===== src/rtl/ring_deque_with_search_unit_assert.svh =====
// Assertion macros shared by the deque modules.
`ifndef RING_DEQUE_WITH_SEARCH_UNIT_ASSERT_SVH
`define RING_DEQUE_WITH_SEARCH_UNIT_ASSERT_SVH

`ifndef SYNTH
// Check prop at every rising edge once reset is released.
`define RDQ_ASSERT(label, clk, rst_n, prop) \
    label: assert property (@(posedge clk) disable iff (!rst_n) (prop)) \
        else $error("deque assertion failed");
// Check that cond never holds once reset is released.
`define RDQ_NEVER(label, clk, rst_n, cond) \
    label: assert property (@(posedge clk) disable iff (!rst_n) !(cond)) \
        else $error("deque forbidden condition seen");
`else
`define RDQ_ASSERT(label, clk, rst_n, prop)
`define RDQ_NEVER(label, clk, rst_n, cond)
`endif

`endif


===== src/rtl/rdq_pkg.sv =====
package rdq_pkg;

    localparam int QDEPTH = 2;

    // input command codes
    typedef enum logic [2:0] {
        CMD_PUSH_FRONT = 3'd0,
        CMD_PUSH_BACK  = 3'd1,
        CMD_POP_FRONT  = 3'd2,
        CMD_POP_BACK   = 3'd3,
        CMD_SEARCH     = 3'd4
    } t_cmd;

    // result status codes
    typedef enum logic [1:0] {
        ST_OK       = 2'd0,
        ST_EMPTY    = 2'd1,
        ST_FULL     = 2'd2,
        ST_NOTFOUND = 2'd3
    } t_status;

    // decoded operation handed from front to back
    typedef enum logic [2:0] {
        OP_PUSH_FRONT,
        OP_PUSH_BACK,
        OP_POP_FRONT,
        OP_POP_BACK,
        OP_SEARCH,
        OP_NOP
    } t_op_kind;

    typedef struct packed {
        t_op_kind           kind;
        logic signed [31:0] value;
    } t_op;

    typedef enum logic [1:0] {
        BS_IDLE,
        BS_POP,
        BS_SRCH
    } t_bstate;

endpackage


===== src/rtl/ring_deque_with_search_unit.sv =====
// Channel  | Direction | Handshake          | Payload
// ---------+-----------+--------------------+------------------------------------------
// command  | in        | i_valid / o_stall  | i_command, i_value
// result   | out       | o_valid / i_stall  | o_status, o_result_value, o_position, o_count
//
// Push, no-op and any refused or empty-store command load the result on the take;
// pop waits for one memory read; search compares one stored entry per cycle through the
// single read port of the ring memory, until a hit or after the last entry.
// A two-entry command queue registers each transaction and holds up to two
// transactions while a result waits on i_stall, then raises o_stall.
// i_rst_n (synchronous, active low) clears pointers and handshake state only.
module ring_deque_with_search_unit
    import rdq_pkg::*;
#(
    parameter int DEPTH = 16
) (
    input  logic               i_clk,
    input  logic               i_rst_n,
    input  logic               i_valid,
    output logic               o_stall,
    input  logic [2:0]         i_command,
    input  logic signed [31:0] i_value,
    output logic               o_valid,
    input  logic               i_stall,
    output logic [1:0]         o_status,
    output logic signed [31:0] o_result_value,
    output logic [3:0]         o_position,
    output logic [4:0]         o_count
);

    // decoded transactions waiting for the back end
    logic q_valid;
    logic q_take;
    t_op  q_op;

    // Front end: accept and decode the command, hold it in the short queue.
    rdq_front u_front (
        .i_clk     (i_clk),
        .i_rst_n   (i_rst_n),
        .i_valid   (i_valid),
        .o_stall   (o_stall),
        .i_command (i_command),
        .i_value   (i_value),
        .o_q_valid (q_valid),
        .o_q       (q_op),
        .i_q_take  (q_take)
    );

    // Back end: own the ring and pointers, run the search scan, drive the
    // result register. Take a new transaction only when the result slot frees.
    rdq_back #(
        .DEPTH (DEPTH)
    ) u_back (
        .i_clk          (i_clk),
        .i_rst_n        (i_rst_n),
        .i_q_valid      (q_valid),
        .i_q            (q_op),
        .o_q_take       (q_take),
        .o_valid        (o_valid),
        .i_stall        (i_stall),
        .o_status       (o_status),
        .o_result_value (o_result_value),
        .o_position     (o_position),
        .o_count        (o_count)
    );

endmodule


===== src/rtl/rdq_front.sv =====
`include "ring_deque_with_search_unit_assert.svh"

module rdq_front
    import rdq_pkg::*;
(
    input  logic               i_clk,
    input  logic               i_rst_n,
    input  logic               i_valid,
    output logic               o_stall,
    input  logic [2:0]         i_command,
    input  logic signed [31:0] i_value,
    output logic               o_q_valid,
    output t_op                o_q,
    input  logic               i_q_take
);

    t_op        r_buf [QDEPTH];
    logic       r_wp, n_wp;
    logic       r_rp, n_rp;
    logic [1:0] r_cnt, n_cnt;
    t_op        dec_op;
    logic       acc;

    // classify the command; unused codes become a no-op
    always_comb begin
        dec_op.value = i_value;
        unique case (i_command)
            CMD_PUSH_FRONT: dec_op.kind = OP_PUSH_FRONT;
            CMD_PUSH_BACK:  dec_op.kind = OP_PUSH_BACK;
            CMD_POP_FRONT:  dec_op.kind = OP_POP_FRONT;
            CMD_POP_BACK:   dec_op.kind = OP_POP_BACK;
            CMD_SEARCH:     dec_op.kind = OP_SEARCH;
            default:        dec_op.kind = OP_NOP;
        endcase
    end

    assign o_stall   = (r_cnt == 2'(QDEPTH));
    assign acc       = i_valid && !o_stall;
    assign o_q_valid = (r_cnt != 2'd0);
    assign o_q       = r_buf[r_rp];

    always_comb begin
        n_wp  = acc ? ~r_wp : r_wp;
        n_rp  = i_q_take ? ~r_rp : r_rp;
        n_cnt = r_cnt + 2'(acc) - 2'(i_q_take);
    end

    always_ff @(posedge i_clk) begin
        if (!i_rst_n) begin
            r_wp  <= 1'b0;
            r_rp  <= 1'b0;
            r_cnt <= 2'd0;
        end else begin
            r_wp  <= n_wp;
            r_rp  <= n_rp;
            r_cnt <= n_cnt;
        end
    end

    always_ff @(posedge i_clk) begin
        if (acc) begin
            r_buf[r_wp] <= dec_op;
        end
    end

    `RDQ_NEVER(a_fifo_over, i_clk, i_rst_n, r_cnt > 2'(QDEPTH))
    `RDQ_NEVER(a_take_empty, i_clk, i_rst_n, i_q_take && (r_cnt == 2'd0))
    `RDQ_ASSERT(a_fill, i_clk, i_rst_n, (acc && !i_q_take) |=> (r_cnt == $past(r_cnt) + 2'd1))

endmodule


===== src/rtl/rdq_back.sv =====
`include "ring_deque_with_search_unit_assert.svh"

module rdq_back
    import rdq_pkg::*;
#(
    parameter int DEPTH = 16
) (
    input  logic               i_clk,
    input  logic               i_rst_n,
    input  logic               i_q_valid,
    input  t_op                i_q,
    output logic               o_q_take,
    output logic               o_valid,
    input  logic               i_stall,
    output logic [1:0]         o_status,
    output logic signed [31:0] o_result_value,
    output logic [3:0]         o_position,
    output logic [4:0]         o_count
);

    localparam int AW = $clog2(DEPTH);
    localparam int CW = $clog2(DEPTH + 1);

    logic [31:0]    r_mem [DEPTH];
    logic [31:0]    r_rd_data;
    logic [AW-1:0]  rd_addr;
    logic           mem_we;
    logic [AW-1:0]  mem_wa;

    t_bstate        r_state, n_state;
    logic [AW-1:0]  r_front, n_front;
    logic [CW-1:0]  r_count, n_count;
    logic [31:0]    r_key, n_key;
    logic [CW-1:0]  r_off_nxt, n_off_nxt;
    logic [CW-1:0]  r_left, n_left;
    logic           r_cmp_vld, n_cmp_vld;
    logic [CW-1:0]  r_cmp_off, n_cmp_off;
    logic           r_cmp_last, n_cmp_last;

    logic           r_ovalid;
    t_status        r_status, res_status;
    logic [31:0]    r_rval, res_rval;
    logic [CW-1:0]  r_pos, res_pos;
    logic [CW-1:0]  r_ocnt, res_cnt;
    logic           load_res;

    logic           out_free, start, full, empty, hit, miss;
    logic [AW-1:0]  front_dec, front_inc;
    logic [CW+3:0]  pos_ext;
    logic [CW+4:0]  cnt_ext;

    // ring slot of an offset from the front; the sum stays below twice DEPTH
    function automatic logic [AW-1:0] f_slot(input logic [AW-1:0] fr,
                                             input logic [CW-1:0] off);
        logic [CW:0] s;
        s = (CW+1)'(fr) + (CW+1)'(off);
        if (s >= (CW+1)'(DEPTH)) begin
            s = s - (CW+1)'(DEPTH);
        end
        return s[AW-1:0];
    endfunction

    assign out_free  = !r_ovalid || !i_stall;
    assign start     = (r_state == BS_IDLE) && i_q_valid && out_free;
    assign o_q_take  = start;
    assign full      = (r_count == CW'(DEPTH));
    assign empty     = (r_count == '0);
    assign hit       = r_cmp_vld && (r_rd_data == r_key);
    assign miss      = r_cmp_vld && r_cmp_last && !hit;
    assign front_dec = (r_front == '0) ? AW'(DEPTH - 1) : r_front - AW'(1);
    assign front_inc = (r_front == AW'(DEPTH - 1)) ? '0 : r_front + AW'(1);

    // next state
    always_comb begin
        n_state = r_state;
        unique case (r_state)
            BS_IDLE: begin
                if (start && !empty) begin
                    if (i_q.kind == OP_POP_FRONT || i_q.kind == OP_POP_BACK) begin
                        n_state = BS_POP;
                    end else if (i_q.kind == OP_SEARCH) begin
                        n_state = BS_SRCH;
                    end
                end
            end
            BS_POP:  n_state = BS_IDLE;
            BS_SRCH: begin
                if (hit || miss) begin
                    n_state = BS_IDLE;
                end
            end
            default: n_state = BS_IDLE;
        endcase
    end

    // datapath control
    always_comb begin
        n_front    = r_front;
        n_count    = r_count;
        n_key      = r_key;
        n_off_nxt  = r_off_nxt;
        n_left     = r_left;
        n_cmp_vld  = 1'b0;
        n_cmp_off  = r_cmp_off;
        n_cmp_last = r_cmp_last;
        rd_addr    = r_front;
        mem_we     = 1'b0;
        mem_wa     = r_front;
        load_res   = 1'b0;
        res_status = ST_OK;
        res_rval   = '0;
        res_pos    = '0;
        res_cnt    = r_count;
        unique case (r_state)
            BS_IDLE: begin
                if (start) begin
                    unique case (i_q.kind)
                        OP_PUSH_FRONT: begin
                            load_res = 1'b1;
                            if (full) begin
                                res_status = ST_FULL;
                            end else begin
                                n_front = front_dec;
                                mem_we  = 1'b1;
                                mem_wa  = front_dec;
                                n_count = r_count + CW'(1);
                                res_cnt = n_count;
                            end
                        end
                        OP_PUSH_BACK: begin
                            load_res = 1'b1;
                            if (full) begin
                                res_status = ST_FULL;
                            end else begin
                                mem_we  = 1'b1;
                                mem_wa  = f_slot(r_front, r_count);
                                n_count = r_count + CW'(1);
                                res_cnt = n_count;
                            end
                        end
                        OP_POP_FRONT: begin
                            if (empty) begin
                                load_res   = 1'b1;
                                res_status = ST_EMPTY;
                            end else begin
                                rd_addr = r_front;
                                n_front = front_inc;
                                n_count = r_count - CW'(1);
                            end
                        end
                        OP_POP_BACK: begin
                            if (empty) begin
                                load_res   = 1'b1;
                                res_status = ST_EMPTY;
                            end else begin
                                rd_addr = f_slot(r_front, r_count - CW'(1));
                                n_count = r_count - CW'(1);
                            end
                        end
                        OP_SEARCH: begin
                            if (empty) begin
                                load_res   = 1'b1;
                                res_status = ST_EMPTY;
                            end else begin
                                // back entry goes first, then front toward back
                                rd_addr    = f_slot(r_front, r_count - CW'(1));
                                n_key      = i_q.value;
                                n_cmp_vld  = 1'b1;
                                n_cmp_off  = r_count - CW'(1);
                                n_cmp_last = (r_count == CW'(1));
                                n_left     = r_count - CW'(1);
                                n_off_nxt  = '0;
                            end
                        end
                        default: begin
                            load_res = 1'b1;
                        end
                    endcase
                end
            end
            BS_POP: begin
                load_res = 1'b1;
                res_rval = r_rd_data;
            end
            BS_SRCH: begin
                if (hit) begin
                    load_res = 1'b1;
                    res_rval = r_key;
                    res_pos  = r_cmp_off;
                end else if (miss) begin
                    load_res   = 1'b1;
                    res_status = ST_NOTFOUND;
                end else begin
                    // issue the next read while comparing the previous one
                    rd_addr    = f_slot(r_front, r_off_nxt);
                    n_cmp_vld  = 1'b1;
                    n_cmp_off  = r_off_nxt;
                    n_cmp_last = (r_left == CW'(1));
                    n_off_nxt  = r_off_nxt + CW'(1);
                    n_left     = r_left - CW'(1);
                end
            end
            default: ;
        endcase
    end

    always_ff @(posedge i_clk) begin
        if (!i_rst_n) begin
            r_state   <= BS_IDLE;
            r_front   <= '0;
            r_count   <= '0;
            r_cmp_vld <= 1'b0;
            r_ovalid  <= 1'b0;
        end else begin
            r_state   <= n_state;
            r_front   <= n_front;
            r_count   <= n_count;
            r_cmp_vld <= n_cmp_vld;
            if (load_res) begin
                r_ovalid <= 1'b1;
            end else if (!i_stall) begin
                r_ovalid <= 1'b0;
            end
        end
    end

    always_ff @(posedge i_clk) begin
        r_key      <= n_key;
        r_off_nxt  <= n_off_nxt;
        r_left     <= n_left;
        r_cmp_off  <= n_cmp_off;
        r_cmp_last <= n_cmp_last;
        if (load_res) begin
            r_status <= res_status;
            r_rval   <= res_rval;
            r_pos    <= res_pos;
            r_ocnt   <= res_cnt;
        end
    end

    // ring storage, registered read
    always_ff @(posedge i_clk) begin
        if (mem_we) begin
            r_mem[mem_wa] <= i_q.value;
        end
        r_rd_data <= r_mem[rd_addr];
    end

    assign pos_ext        = {4'b0, r_pos};
    assign cnt_ext        = {5'b0, r_ocnt};
    assign o_valid        = r_ovalid;
    assign o_status       = r_status;
    assign o_result_value = r_rval;
    assign o_position     = pos_ext[3:0];
    assign o_count        = cnt_ext[4:0];

    `RDQ_NEVER(a_count_over, i_clk, i_rst_n, r_count > CW'(DEPTH))
    `RDQ_ASSERT(a_res_free, i_clk, i_rst_n, load_res |-> (!r_ovalid || !i_stall))
    `RDQ_ASSERT(a_pop_after_take, i_clk, i_rst_n, (r_state == BS_POP) |-> $past(o_q_take))

endmodule


===== config.mk =====
export PLATFORM = sky130hd
export DESIGN_NAME = ring_deque_with_search_unit
export DESIGN_NICKNAME = d
export VERILOG_FILES = /design/src/rtl/rdq_pkg.sv /design/src/rtl/ring_deque_with_search_unit.sv /design/src/rtl/rdq_front.sv /design/src/rtl/rdq_back.sv
export VERILOG_INCLUDE_DIRS = /design/src /design/src/rtl
export SDC_FILE = /design/constraint.sdc
export NUM_CORES = 1
export LEC_CHECK = 0
export BUFFER_PORTS_ARGS = -buffer_cell sky130_fd_sc_hd__clkbuf_2
export CAP_MARGIN = 20
export CELL_PAD_IN_SITES_DETAIL_PLACEMENT = 1
export CELL_PAD_IN_SITES_GLOBAL_PLACEMENT = 1
export CORE_ASPECT_RATIO = 2
export CORE_MARGIN = 1.5
export CORE_UTILIZATION = 47
export DETAILED_ROUTE_END_ITERATION = 10
export PLACE_DENSITY_LB_ADDON = 0.3
export RECOVER_POWER = 50
export SKIP_CTS_REPAIR_TIMING = 1
export SYNTH_ARGS = -nofsm -noshare
export SYNTH_HDL_FRONTEND = slang
export SYNTH_SLANG_ARGS = --single-unit

===== constraint.sdc =====
create_clock -name i_clk -period 4.2 [get_ports i_clk]
set_input_delay 0.84 -clock i_clk [delete_from_list [all_inputs] [get_ports i_clk]]
set_output_delay 0.84 -clock i_clk [all_outputs]
set_load 0.005 [all_outputs]

# Word level (Yosys, flattened, before mapping)
# Memory sizes are Yosys's and may differ from the RTL's. A register that Yosys moved wholly into a read port is not among the register bits.
# Cells that the tools add are included.
[word_totals] ram_bits=582 word_cells=183 register_bits=107 input_bits=39 out_inout_bits=45 mem_count=2
[classes] reduce_logical=34 n_addsub=14 magnitude_cmp=3 n_eq_ne=27 bitwise_logic=3 n_mux=83
[mem_list] name="u_back.r_mem" words=16 word_bits=32 read_ports=1 rd_ports_with_merged_regs=1 wr=1 line="rdq_back.sv:24" source="logic [31:0] r_mem [DEPTH];"
[mem_list] name="u_front.r_buf" words=2 word_bits=35 read_ports=1 rd_ports_with_merged_regs=1 wr=1 line="rdq_front.sv:17" source="t_op r_buf [QDEPTH];"
[op_table] cell="5-bit two-way mux" count=14
[op_table] cell="4-bit two-way mux" count=17
[op_table] cell="32-bit case mux with 2 select lines" count=1
[op_table] cell="32-bit == test" count=1
[op_table] cell="32-bit two-way mux" count=1
[op_table] cell="4-bit case mux with 2 select lines" count=4
[op_table] cell="5-bit case mux with 2 select lines" count=3
[op_table] cell="1-bit two-way mux" count=28
[op_table] cell="4-bit by 5-bit adder with 6-bit output" count=3
[op_table] cell="6-bit by 5-bit greater-or-equal comparator with 1-bit output (second input constant)" count=3
[op_table] cell="2-bit two-way mux" count=8
[op_table] cell="4-bit by 1-bit subtractor with 4-bit output (second input constant)" count=4
[op_table] cell="3-bit case mux with 5 select lines" count=1
[op_table] cell="2-bit inequality test (second input constant)" count=7
[op_table] cell="3-bit by 2-bit == test with 1-bit output (second input constant)" count=4
[op_table] cell="2-bit case mux with 2 select lines" count=3
[op_table] cell="4-bit AND reduction" count=3
[op_table] cell="5-bit by 1-bit adder with 5-bit output (second input constant)" count=2
[op_table] cell="5-bit by 1-bit == test with 1-bit output (second input constant)" count=2
[op_table] cell="5-bit by 1-bit subtractor with 5-bit output (second input constant)" count=2
[op_table] cell="2-bit nonzero test" count=4
[op_table] cell="1-bit logical AND" count=7
[op_table] cell="3-bit by 1-bit == test with 1-bit output (second input constant)" count=2
[op_table] cell="3-bit == test (second input constant)" count=2
[op_table] cell="other kinds (23)" count=38

# Longest topological paths before layout
[logic_depth] ltp_word=8 ltp_mapped=17

# Hierarchy
# From an unflattened synthesis, not the netlist that was laid out.
[hier_totals] hier_cells=1735 hier_area_um2=30007.5
[modules_own_cells] module="rdq_back" seq_area_each_um2=18948.2 instances=1 area_per_inst_um2=27081.0 cells_each=1597
[modules_own_cells] module="rdq_front" seq_area_each_um2=2202.1 instances=1 area_per_inst_um2=2926.6 cells_each=138

# Least setup slack after synthesis
# OpenSTA, ideal clock, no wires.
[synth_path] path_type="flip-flop to flip-flop" start="reg u_back.r_count[0]" end="reg u_back.r_ocnt[0], in the netlist u_back.o_count[0] (enable)" setup_ps=459 stages_incl_launch_ff=8 path_buffers=1 arrival_ps=3749 required_ps=3741 slack_ps=-9 path_cell_list="dfxtp_1 -> clkbuf_1 -> inv_1 -> ha_1 -> or4b_2 -> o21ai_0 -> a21oi_1 -> a21oi_1"
[synth_via] elab_chain_cells=5
[synth_lines] item="start, declared" line="rdq_back.sv:32" source="logic [CW-1:0] r_count, n_count;"
[synth_lines] item="start signal, assigned" line="rdq_back.sv:217" source="r_count <= n_count;"
[synth_lines] item="5-bit zero test" line="rdq_back.sv:67" source="assign empty = (r_count == '0);"
[synth_lines] item="1-bit two-way mux" line="rdq_back.sv:142, rdq_back.sv:152, rdq_back.sv:161"
[synth_lines] item="1-bit two-way mux"
[synth_lines] item="1-bit two-way mux" line="rdq_back.sv:116" source="if (start) begin"
[synth_lines] item="1-bit case mux with 3 select lines" line="rdq_back.sv:114" source="unique case (r_state)"
[synth_lines] item="net u_back.load_res" line="rdq_back.sv:45" source="logic load_res;"
[synth_lines] item="end signal, assigned" line="rdq_back.sv:237" source="r_ocnt <= res_cnt;"
[synth_lines] item="end, declared" line="rdq_back.sv:44" source="logic [CW-1:0] r_ocnt, res_cnt;"
# The timed path passes the listed nets, and every way through them passes these cells.
# A chain may end at the register's enable or synchronous reset.

# Final worst setup path
[layout_path] start="reg u_back.r_key[24]" end="reg u_back.r_rd_data[18] (read register of u_back.r_mem)"
[layout_via] elab_chain_cells=7
[layout_lines] item="start, declared" line="rdq_back.sv:33" source="logic [31:0] r_key, n_key;"
[layout_lines] item="start signal, assigned" line="rdq_back.sv:228" source="r_key <= n_key;"
[layout_lines] item="32-bit == test *" line="rdq_back.sv:68" source="assign hit = r_cmp_vld && (r_rd_data == r_key);"
[layout_lines] item="1-bit logical AND *" line="rdq_back.sv:68"
[layout_lines] item="1-bit zero test" line="rdq_back.sv:69" source="assign miss = r_cmp_vld && r_cmp_last && !hit;"
[layout_lines] item="1-bit logical AND" line="rdq_back.sv:69"
[layout_lines] item="4-bit two-way mux" line="rdq_back.sv:190" source="end else if (miss) begin"
[layout_lines] item="4-bit two-way mux *" line="rdq_back.sv:186" source="if (hit) begin"
[layout_lines] item="4-bit case mux with 2 select lines *" line="rdq_back.sv:114"
[layout_lines] item="end, declared" line="rdq_back.sv:25" source="logic [31:0] r_rd_data;"
# Every way passes the cells marked *; elsewhere a longest branch is shown, timed or not.

==> results.py <==
metrics = {
    "setup_path": {
        "cp-end-kind": "flop",
        "crit_required_ns": 4.68,
        "crit_type": "reg -> reg",
        "crit_arrival_ns": 4.51,
        "cp_max_fo": 40,
        "critPathLaunchType": "flop",
    },
    "routing": {
        "wl_um": 77100,
        "route.detailed.drc": 0,
        "ant_nets": 0,
        "wire_per_inst_um": 27.7,
        "drtIter0Drc": 1264,
        "viasPerCell": 5.90,
        "drt-pass1-iter-count": 5,
        "vias": 16407,
    },
    "finish": {
        "final_util": 0.540,
        "layout_commonest_cell": "edfxtp_1",
        "ff_latch_area_um2": 21200,
        "drive_gt1_frac": 0.113,
        "antennaDiodeCount": 0,
        "final_cell_mix": "edfxtp_1 (671), mux2i_1 (226), nand2_1 (168)",
        "multi_input_area_um2": 7310,
        "fin_cells": 2779,
        "area_growth_pct": 13.8,
        "nNetsFinal": 2018,
        "fillCellCount": 5666,
    },
    "synth": {
        "yosys_warnings": 0,
        "synth_area_leaders": "edfxtp_1 (70%), mux2i_1 (7.9%), dfxtp_1 (3.5%)",
        "syn-cell-area_um2": 28800,
        "seq_area_frac_synth": 0.734,
        "syn_nets": 1894,
        "synth_cells": 1827,
        "yosysTopAreaCell": "edfxtp_1",
        "synth.distinct_cells": 54,
        "async_flop_share": 0,
        "avgSynthCellArea_um2": 15.8,
        "synth_flop_cell": "edfxtp_1",
        "synth_edf_count": 671,
        "synth_top_area_frac": 0.700,
        "ys_ff_latch": 721,
    },
    "grt": {
        "use_met1": 0.282,
        "grt_overflow_total": 0,
        "grt_use_met2": 0.468,
        "grt_usage": 0.250,
        "grt_pass1_vias": 18084,
        "antenna_found_initial": 0,
        "grt.met3_usage": 0.0255,
        "top_usage_layer": "met2",
        "grt_max_degree": 45,
        "grt_pass1_wl_um": 114000,
    },
    "placed_design": {
        "hpwlAfterDp_um": 49200,
        "portBuffers": 83,
        "dp.cells": 2670,
        "routabilityCongestion": 0.851,
    },
    "timing": {
        "max_slew_margin": -0.506,
        "final.period_utilization": 0.957,
        "whs_ns": 0.403,
        "skew_ns": 0.0218,
        "fmax_mhz": 249,
        "period_needed_ns": 4.02,
        "worst_pin_slew_ns": 2.26,
        "rsz0062_at_grt": "no",
        "hold_viol": 0,
        "setup_viol": 0,
        "drv_slew": 73,
    },
    "clock_network": {
        "clk-insertion-delay-late_ns": 0.64,
        "htreeDepth": 2,
        "max-clock-path-buffers": 3,
        "numCtsBuffers": 59,
        "cts.sinks": 721,
        "path_clk_slew_ns": 0.07,
        "cts_tree": "built",
        "cts_root_buf": "clkbuf_16",
    },
    "die": {
        "core_area_um2": 60700,
        "rows": 128,
        "dieArea_um2": 62900,
        "ios": 84,
        "die_y_um": 353,
        "die_x_um": 178,
        "start_util": 0.474,
    },
    "pwr": {
        "cellLeakagePower_nw": 11.6,
        "power.density_nw_per_um2": 699,
        "vdd_drop_max_v": 0.000389,
        "design_power_total_mw": 22.9,
    },
    "hold_path": {
        "hold_path.class": "in -> reg",
    },
    "status": {
        "violations": "capacitance limit, slew limit",
        "status": "complete, but fails checks",
    },
    "run": {
        "drv_cap": 3,
    },
}
[flip-flops by register name, indices dropped and copies added (netlist names), 2 cells and up, named ones only]
name / count
u_back.r_pos: 4
u_back.r_off_nxt: 4
u_back.o_result_value: 32
u_back.r_count: 5
u_front.r_cnt: 2
u_back.r_left: 5
u_front.r_buf: 70
u_back.o_count: 5
u_back.o_status: 2
u_back.r_mem: 512
u_back.r_rd_data: 32
u_back.r_state: 2
u_back.r_cmp_off: 4
u_back.r_key: 32
u_back.r_front: 4
[final cells by class]
cell class | instances | area share
clock buffer | 81 | 0.0495
multi-input combinational | 981 | 0.223
tap | 780 | 0.0298
inverter | 26 | 0.00298
clock inverter | 28 | 0.00768
sequential | 721 | 0.646
timing repair buffer | 162 | 0.0415
[worst paths after layout]
path / start / endpoint / slack (ns) / cells after the start
setup / recovery: u_back.r_key[24] / u_back.r_rd_data[18] / 0.18 / 11
hold / removal: i_value[19] / u_front.r_buf[0][19] / 0.40 / 1
setup reg to reg: u_back.r_key[24] / u_back.r_rd_data[18] / 0.18 / 11
hold reg to reg: u_front.r_rp / flop / 0.53 / 2
[cell usage after synthesis, types with 4 or more instances]
library cell	number
edfxtp_1	671
mux2i_1	226
nand2_1	168
a22oi_1	127
nor2_1	69
a21oi_1	59
clkbuf_1	52
dfxtp_1	50
mux2_2	35
a32oi_1	34
nor2b_1	34
o21ai_1	33
buf_2	31
xnor2_1	31
inv_1	26
xor2_1	26
ha_1	25
o21ai_0	19
nand3_1	14
and2_1	10
a21o_1	8
buf_6	7
nand4_1	7
nor3_1	7
nor4_1	6
buf_4	5
nand3b_1	5
a211oi_1	4
a31oi_1	4
buf_1	4
[critical path, cell delays in order (launching register included)]
cell,delay (ns)
edfxtp_1,0.42
xnor2_1,0.34
nand4_1,0.26
or4_4,0.63
or4_1,0.61
a31oi_1,0.40
o21a_4,0.25
buf_12,0.25
mux2i_1,0.25
a22oi_1,0.11
a32oi_1,0.17
o21ai_1,0.16
[power by group]
group	total, mW	internal (mW)	switching [mW]
clock	5.46	2.90	2.56
combinational	7.77	2.79	4.98
sequential	9.68	9.25	0.427
total	22.9	14.9	7.96
[logic make-up (layout without fill, tap and decap cells)]
group           after synthesis  in the layout  share of synthesized area
buf+inv                     125            297                     0.0201
mux                         261            261                     0.0922
flops                       721            721                      0.734
simple gates                331            331                     0.0514
compound gates              304            304                     0.0715
fa+ha+maj                    28             28                     0.0129
xor+xnor                     57             57                     0.0173
[metrics by stage]
stage / cell area, um^2 / setup TNS (ns) / worst slack [ns]
2_1_floorplan: 28800 / 0 / 0.111
3_3_place_gp: 30900 / -0.0325 / -0.0325
3_5_place_dp: 31000 / -0.0392 / -0.0392
4_1_cts: 32800 / -0.0602 / -0.0602
5_1_grt: 32800 / 0 / 0.0374
6_report: 32800 / 0 / 0.179
[routing by layer]
| layer | up-vias | wire (um) |
|---|---|---|
| met1 | 8523 | 28100 |
| met5 | - | 0 |
| met3 | 169 | 3050 |
| li1 | 7261 | - |
| met2 | 454 | 42400 |
| met4 | 0 | 3550 |
Power figures use the tool's default switching activity.
